[src/sv/mvbs_pkg.sv]
// mvbs_pkg: shared types, codes and defaults for the masked volume box statistics block
// no dependencies; imported by mvbs_ctrl, mvbs_datapath and masked_volume_box_statistics_top

package mvbs_pkg;

    // default sizing
    localparam int DEF_MAX_DIM     = 16;
    localparam int DEF_NUM_VOLUMES = 4;

    // fixed field widths
    localparam int SAMPLE_W = 16;
    localparam int OUT_W    = 48;
    localparam int CFG_W    = 5;
    localparam int CFG_IW   = 3;

    // request types
    localparam logic REQ_LOAD  = 1'b0;
    localparam logic REQ_QUERY = 1'b1;

    // statistic codes
    localparam logic [2:0] STAT_COUNT = 3'd0;
    localparam logic [2:0] STAT_SUM   = 3'd1;
    localparam logic [2:0] STAT_SUMSQ = 3'd2;
    localparam logic [2:0] STAT_MIN   = 3'd3;
    localparam logic [2:0] STAT_MAX   = 3'd4;

    // configuration register indexes
    localparam logic [CFG_IW-1:0] CFG_DIM_X   = 3'd0;
    localparam logic [CFG_IW-1:0] CFG_DIM_Y   = 3'd1;
    localparam logic [CFG_IW-1:0] CFG_DIM_Z   = 3'd2;
    localparam logic [CFG_IW-1:0] CFG_SIGNED  = 3'd3;
    localparam logic [CFG_IW-1:0] CFG_PRESENT = 3'd4;

    // controller to datapath commands
    typedef struct packed {
        logic       wr_en;
        logic       issue;
        logic       clear;
        logic       finish;
        logic       bad;
        logic       mask_en;
        logic       val_signed;
        logic [2:0] kind;
    } mvbs_cmd_t;

    // datapath to controller status
    typedef struct packed {
        logic busy;
        logic out_full;
    } mvbs_sts_t;

endpackage

[src/sv/mvbs_ctrl.sv]
// mvbs_ctrl: configuration registers, request decode, query state machine and box walker
// depends on mvbs_pkg; drives mvbs_datapath through mvbs_cmd_t and memory addresses

module mvbs_ctrl #(
    parameter int MAX_DIM     = mvbs_pkg::DEF_MAX_DIM,
    parameter int NUM_VOLUMES = mvbs_pkg::DEF_NUM_VOLUMES,
    parameter int MEM_AW      = 14
) (
    input  logic                        clk,
    input  logic                        rst_n,
    input  logic                        cfg_we,
    input  logic [mvbs_pkg::CFG_IW-1:0] cfg_index,
    input  logic [mvbs_pkg::CFG_W-1:0]  cfg_data,
    input  logic                        in_valid,
    output logic                        in_ready,
    input  logic                        req_type,
    input  logic [1:0]                  load_volume,
    input  logic [11:0]                 voxel_index,
    input  logic [1:0]                  value_volume,
    input  logic                        mask_enable,
    input  logic [1:0]                  mask_volume,
    input  logic [2:0]                  stat_kind,
    input  logic signed [7:0]           box_x,
    input  logic signed [7:0]           box_y,
    input  logic signed [7:0]           box_z,
    input  mvbs_pkg::mvbs_sts_t         sts,
    output mvbs_pkg::mvbs_cmd_t         cmd,
    output logic [MEM_AW-1:0]           wr_addr,
    output logic [MEM_AW-1:0]           rd_addr_v,
    output logic [MEM_AW-1:0]           rd_addr_m
);
    import mvbs_pkg::*;

    localparam int VOL_SIZE = MAX_DIM * MAX_DIM * MAX_DIM;
    localparam int AW       = (VOL_SIZE > 1) ? $clog2(VOL_SIZE) : 1;
    localparam int DW       = $clog2(MAX_DIM + 1);

    localparam logic [2:0] S_IDLE   = 3'd0;
    localparam logic [2:0] S_RANGE  = 3'd1;
    localparam logic [2:0] S_BASE   = 3'd2;
    localparam logic [2:0] S_WALK   = 3'd3;
    localparam logic [2:0] S_DRAIN  = 3'd4;
    localparam logic [2:0] S_FINISH = 3'd5;

    logic [2:0] state_reg, state_next;

    logic [4:0] dim_x_reg, dim_y_reg, dim_z_reg;
    logic [3:0] signed_reg, present_reg;

    logic              q_mask_en_reg;
    logic [1:0]        q_vvol_reg, q_mvol_reg;
    logic [2:0]        q_kind_reg;
    logic signed [7:0] q_bx_reg, q_by_reg, q_bz_reg;
    logic              bad_reg, bad_next;

    logic [DW-1:0]   xl_reg, xh_reg, yl_reg, yh_reg, zl_reg, zh_reg;
    logic [DW-1:0]   xl_next, xh_next, yl_next, yh_next, zl_next, zh_next;
    logic [DW-1:0]   dx_reg, dx_next;
    logic [2*DW-1:0] dxy_reg, dxy_next;
    logic [DW-1:0]   x_reg, x_next, y_reg, y_next, z_reg, z_next;
    logic [AW-1:0]   addr_reg, addr_next, row_reg, row_next, plane_reg, plane_next;

    logic accept;
    logic x_last, y_last, z_last;
    logic [DW-1:0] dy_eff, dz_eff;

    // clamp a dimension register to the usable range
    function automatic logic [DW-1:0] eff_dim(input logic [4:0] d);
        if (d == 5'd0)
            return DW'(1);
        else if (32'(d) > MAX_DIM)
            return DW'(MAX_DIM);
        else
            return DW'(d);
    endfunction

    // one box coordinate to a half-open index range
    function automatic void axis_range(input logic signed [7:0] c, input logic [DW-1:0] dim,
                                       output logic [DW-1:0] lo, output logic [DW-1:0] hi);
        int ci;
        ci = int'(c);
        if (ci < -1)
            ci = 0;
        if (ci >= int'(dim))
            ci = int'(dim) - 1;
        if (ci == -1)
        begin
            lo = '0;
            hi = dim;
        end
        else
        begin
            lo = DW'(ci);
            hi = DW'(ci + 1);
        end
    endfunction

    function automatic logic vol_ok(input logic [1:0] v, input logic [3:0] present);
        return (32'(v) < NUM_VOLUMES) && present[v];
    endfunction

    assign accept   = in_valid && in_ready;
    assign in_ready = (state_reg == S_IDLE);

    // configuration registers
    always_ff @(posedge clk or negedge rst_n)
    begin
        if (!rst_n)
        begin
            dim_x_reg   <= 5'd16;
            dim_y_reg   <= 5'd16;
            dim_z_reg   <= 5'd16;
            signed_reg  <= '0;
            present_reg <= '0;
        end
        else if (cfg_we)
        begin
            case (cfg_index)
                CFG_DIM_X:   dim_x_reg   <= cfg_data;
                CFG_DIM_Y:   dim_y_reg   <= cfg_data;
                CFG_DIM_Z:   dim_z_reg   <= cfg_data;
                CFG_SIGNED:  signed_reg  <= cfg_data[3:0];
                CFG_PRESENT: present_reg <= cfg_data[3:0];
                default:     ;
            endcase
        end
    end

    // query capture
    always_ff @(posedge clk)
    begin
        if (accept && req_type == REQ_QUERY)
        begin
            q_mask_en_reg <= mask_enable;
            q_vvol_reg    <= value_volume;
            q_mvol_reg    <= mask_volume;
            q_kind_reg    <= stat_kind;
            q_bx_reg      <= box_x;
            q_by_reg      <= box_y;
            q_bz_reg      <= box_z;
        end
    end

    assign dy_eff = eff_dim(dim_y_reg);
    assign dz_eff = eff_dim(dim_z_reg);
    assign x_last = (x_reg == xh_reg - DW'(1));
    assign y_last = (y_reg == yh_reg - DW'(1));
    assign z_last = (z_reg == zh_reg - DW'(1));

    // next state, walker and commands
    always_comb
    begin
        state_next = state_reg;
        bad_next   = bad_reg;
        xl_next    = xl_reg;
        xh_next    = xh_reg;
        yl_next    = yl_reg;
        yh_next    = yh_reg;
        zl_next    = zl_reg;
        zh_next    = zh_reg;
        dx_next    = dx_reg;
        dxy_next   = dxy_reg;
        x_next     = x_reg;
        y_next     = y_reg;
        z_next     = z_reg;
        addr_next  = addr_reg;
        row_next   = row_reg;
        plane_next = plane_reg;
        // load write and query context
        cmd.wr_en      = accept && (req_type == REQ_LOAD) && (32'(load_volume) < NUM_VOLUMES)
                         && (32'(voxel_index) < VOL_SIZE);
        cmd.bad        = bad_reg;
        cmd.mask_en    = q_mask_en_reg;
        cmd.val_signed = signed_reg[q_vvol_reg];
        cmd.kind       = q_kind_reg;
        cmd.issue  = 1'b0;
        cmd.clear  = 1'b0;
        cmd.finish = 1'b0;
        case (state_reg)
            S_IDLE:
            begin
                if (accept && req_type == REQ_QUERY)
                    state_next = S_RANGE;
            end
            S_RANGE:
            begin
                cmd.clear = 1'b1;
                dx_next   = eff_dim(dim_x_reg);
                dxy_next  = (2*DW)'(32'(eff_dim(dim_x_reg)) * 32'(dy_eff));
                axis_range(q_bx_reg, eff_dim(dim_x_reg), xl_next, xh_next);
                axis_range(q_by_reg, dy_eff, yl_next, yh_next);
                axis_range(q_bz_reg, dz_eff, zl_next, zh_next);
                bad_next = !vol_ok(q_vvol_reg, present_reg)
                        || (q_mask_en_reg && !vol_ok(q_mvol_reg, present_reg))
                        || (q_kind_reg > STAT_MAX);
                state_next = bad_next ? S_FINISH : S_BASE;
            end
            S_BASE:
            begin
                plane_next = AW'(32'(zl_reg) * 32'(dxy_reg) + 32'(yl_reg) * 32'(dx_reg)
                             + 32'(xl_reg));
                row_next   = plane_next;
                addr_next  = plane_next;
                x_next     = xl_reg;
                y_next     = yl_reg;
                z_next     = zl_reg;
                state_next = S_WALK;
            end
            S_WALK:
            begin
                cmd.issue = 1'b1;
                if (!x_last)
                begin
                    x_next    = x_reg + DW'(1);
                    addr_next = addr_reg + AW'(1);
                end
                else if (!y_last)
                begin
                    x_next    = xl_reg;
                    y_next    = y_reg + DW'(1);
                    row_next  = row_reg + AW'(dx_reg);
                    addr_next = row_reg + AW'(dx_reg);
                end
                else if (!z_last)
                begin
                    x_next     = xl_reg;
                    y_next     = yl_reg;
                    z_next     = z_reg + DW'(1);
                    plane_next = plane_reg + AW'(dxy_reg);
                    row_next   = plane_reg + AW'(dxy_reg);
                    addr_next  = plane_reg + AW'(dxy_reg);
                end
                else
                begin
                    state_next = S_DRAIN;
                end
            end
            S_DRAIN:
            begin
                if (!sts.busy)
                    state_next = S_FINISH;
            end
            S_FINISH:
            begin
                if (!sts.out_full)
                begin
                    cmd.finish = 1'b1;
                    state_next = S_IDLE;
                end
            end
            default:
            begin
                state_next = S_IDLE;
            end
        endcase
    end

    // state register
    always_ff @(posedge clk or negedge rst_n)
    begin
        if (!rst_n)
            state_reg <= S_IDLE;
        else
            state_reg <= state_next;
    end

    // walker registers
    always_ff @(posedge clk)
    begin
        bad_reg   <= bad_next;
        xl_reg    <= xl_next;
        xh_reg    <= xh_next;
        yl_reg    <= yl_next;
        yh_reg    <= yh_next;
        zl_reg    <= zl_next;
        zh_reg    <= zh_next;
        dx_reg    <= dx_next;
        dxy_reg   <= dxy_next;
        x_reg     <= x_next;
        y_reg     <= y_next;
        z_reg     <= z_next;
        addr_reg  <= addr_next;
        row_reg   <= row_next;
        plane_reg <= plane_next;
    end

    assign wr_addr   = MEM_AW'(32'(load_volume) * VOL_SIZE + 32'(voxel_index));
    assign rd_addr_v = MEM_AW'(32'(q_vvol_reg) * VOL_SIZE + 32'(addr_reg));
    assign rd_addr_m = MEM_AW'(32'(q_mvol_reg) * VOL_SIZE + 32'(addr_reg));

endmodule

[config.mk]
export PLATFORM = sky130hd
export DESIGN_NAME = mvbs_ctrl
export DESIGN_NICKNAME = d
export VERILOG_FILES = /design/src/sv/mvbs_pkg.sv /design/src/sv/mvbs_ctrl.sv
export SDC_FILE = /design/constraint.sdc
export NUM_CORES = 1
export LEC_CHECK = 0
export ABC_AREA = 0
export BUFFER_PORTS_ARGS = -buffer_cell sky130_fd_sc_hd__buf_4
export CAP_MARGIN = 20
export CORE_UTILIZATION = 30
export DETAILED_ROUTE_END_ITERATION = 12
export MAX_ROUTING_LAYER = met4
export SLEW_MARGIN = 20
export SYNTH_ARGS = -nofsm -noshare
export SYNTH_HDL_FRONTEND = slang
export SYNTH_SLANG_ARGS = --single-unit
[constraint.sdc]
create_clock -name clk -period 5.94 [get_ports clk]
set_input_delay 1.485 -clock clk [delete_from_list [all_inputs] [get_ports clk]]
set_output_delay 1.485 -clock clk [all_outputs]
set_load 0.01 [all_outputs]
==> flow_summary.yaml <==
status:
  outcome: "finished, final reports clean"
timing:
  rsz0062_at_grt: "false"
  fin_setup_tns_ns: 0
  slew_headroom_pct: 48.2
  report.final.slew_viol_count: 0
  setup_violations: 0
  fin_worst_skew_ns: 0.0120
  fmax_ghz: 0.181
  hold_violations: 0
  worstMarginPinSlew_ns: 0.775
  period_share_pct: 93.2
  final.min_clock_period_ns: 5.54
layout:
  ff_latch_area_um2: 4530
  drive_gt1_share_pct: 13.7
  multi_input_area_um2: 6880
  nets: 1487
  layout_commonest_cell: "inv_1"
  mostFrequentLayoutCells: "inv_1, edfxtp_1, nand2_1"
  syn2layout_area_growth_pct: 13.7
  n_antenna_cell: 0
  fill_cells: 4016
logic_synthesis:
  synth_async_sr_flop_share_pct: 16.8
  synthDistinctLibCells: 74
  synthFlopType: "edfxtp_1"
  ys_seq_elements: 155
  synth_top_area_share_pct: 31.7
  synth.area.top_cells: "edfxtp_1, ha_1, fa_1"
  yosysWarnings: 0
  synth_edf_count: 129
  ys_seq_area_share_pct: 37.0
  avgSynthCellArea_um2: 10.1
  yosysTopAreaCell: "edfxtp_1"
  synth_nets: 1428
  syn_area_um2: 12200
  synth_cells: 1206
global_routing:
  grt_pass1_wl_mm: 46.7
  grt_pass1_vias: 8778
  antenna_found_initial: 0
  grt_overflow_total: 0
  track_usage_pct: 14.8
  grt_max_degree: 48
floorplan:
  dieArea_um2: 41600
  die_h_um: 204
  core_area_um2: 39900
  start_util_pct: 30.6
  die_x_um: 204
  io_pins: 114
  row_count: 73
clock_network:
  cts_tree: "yes"
  root_buffer: "clkbuf_16"
  postCtsHoldBufs: 0
  clk_pin_slew_ns: 0.07
  htreeDepth: 4
  cts_setup_buffers: 0
  cts_buffer_depth: 2
  cts_resized: 0
  cts.sinks: 155
  cts_buffers: 17
  clkLatencyLatePin_ns: 0.44
drt:
  drtIter0Drc: 483
  route.detailed.drc: 0
  drt_wl_total_mm: 28.7
  drtAntennaViolNets: 0
  viasPerCell: 4.79
  dr.pass1.iters: 5
  wl_per_cell_um: 15.9
  num_vias: 8630
critical_path:
  rr_startpoint: "zl_reg[4]"
  r2r_end: "plane_reg[10]"
  cp_data_required_time_ns: 6.14
  crit_start: "zl_reg[4]"
  crit_path_end: "plane_reg[10]"
  crit_arrival_ns: 5.74
  crit_type: "reg2reg"
  ff2ff_setup_slack_ns: 0.40
  cp-end-kind: "flop"
  reg2regPathDepth: 18
  crit_fanout: 9
  crit_path_start_kind: "flop"
placed_design:
  placement.io_buffers: 85
  gp_congestion: 0.905
  dp_hpwl_mm: 22.4
min_path:
  min-delay-start: "signed_reg[0]"
  hold_path_class: "reg2reg"
flow_run:
  cap_violations: 0
[through the flow]
step | hold WS [ns] | cells | cell area (um2) | utilization (%) | setup WS (ns)
final | 0.508 | 1803 | 13900 | 34.8 | 0.403
after global placement | 0.485 | 1771 | 13300 | 33.3 | 0.431
after CTS | 0.510 | 1803 | 13900 | 34.8 | 0.395
after global routing | 0.532 | 1803 | 13900 | 34.8 | 0.117
after floorplan | 0.474 | 1206 | 12200 | - | 0.749
after detailed placement | 0.494 | 1771 | 13300 | 33.3 | 0.418
[cells in the mapped netlist, types with 5 or more instances]
master and number:
a211oi_1 9, a21o_1 9, a21oi_1 42, and2_1 45
and3_1 7, buf_2 7, buf_4 29, clkbuf_1 17
dfrtp_1 23, edfxtp_1 129, fa_1 61, ha_1 100
inv_1 134, mux2_2 28, mux2i_1 24, nand2_1 121
nand2b_1 16, nand3_1 25, nand4_1 10, nor2_1 77
nor2b_1 21, nor3_1 19, o211ai_1 9, o21a_1 12
o21ai_0 67, o21bai_1 6, o31a_1 5, or3_1 5
xnor2_1 46, xor2_1 34
[cell type report]
class / count / share of cell area (%)
Tap cell: 525 / 4.73
Multi-Input combinational cell: 863 / 49.5
Sequential cell: 155 / 32.6
Clock buffer: 18 / 3.09
Clock inverter: 14 / 1.44
Inverter: 135 / 3.65
Timing Repair Buffer: 93 / 5.02
[worst max-delay path, stage by stage, from the launching register on]
cell,delay (ns)
edfxtp_1,0.51
and2_1,0.21
fa_1,0.48
inv_1,0.05
fa_1,0.47
inv_1,0.05
fa_1,0.50
fa_1,0.55
inv_1,0.06
fa_1,0.52
inv_1,0.04
ha_1,0.33
nor2b_1,0.14
o21ai_0,0.24
a21oi_1,0.14
o21a_1,0.23
o21ai_0,0.24
mux2i_1,0.29
a21bo_2,0.24
[metal layers]
metal  track usage (%)  up-vias  wire length (um)
met5                 -        -                 0
met1              19.9     4176             14000
met3              2.06       29               872
met2              23.2      181             13200
li1                  -     4244                 -
met4              4.46        0               599
[worst min path at each step]
| stage | end | slack (ns) | cells after the start |
|---|---|---|---|
| 2_1_floorplan | signed_reg[2] | 0.47 | 1 |
| 3_3_place_gp | signed_reg[1] | 0.48 | 1 |
| 3_5_place_dp | signed_reg[0] | 0.49 | 1 |
| 4_1_cts | signed_reg[0] | 0.51 | 1 |
| 5_1_grt | signed_reg[3] | 0.53 | 1 |
| 6_report | signed_reg[0] | 0.51 | 1 |
[cell families (layout without fill, tap and decap cells)]
kind of cell	after synthesis	count (layout)	share of synthesized area (%)
AO/OA/AOI/OAI	200	200	10.5
XOR/XNOR	80	80	5.73
adder cells (fa/ha/maj)	161	161	20.2
buffers and inverters	188	260	6.74
flip-flops	155	155	37.0
multiplexers	57	57	5.28
AND/OR/NAND/NOR	365	365	14.5
Power is left out: the tool's default activity adds up to more than one toggle a clock period on the data nets, which glitch-free logic cannot reach.
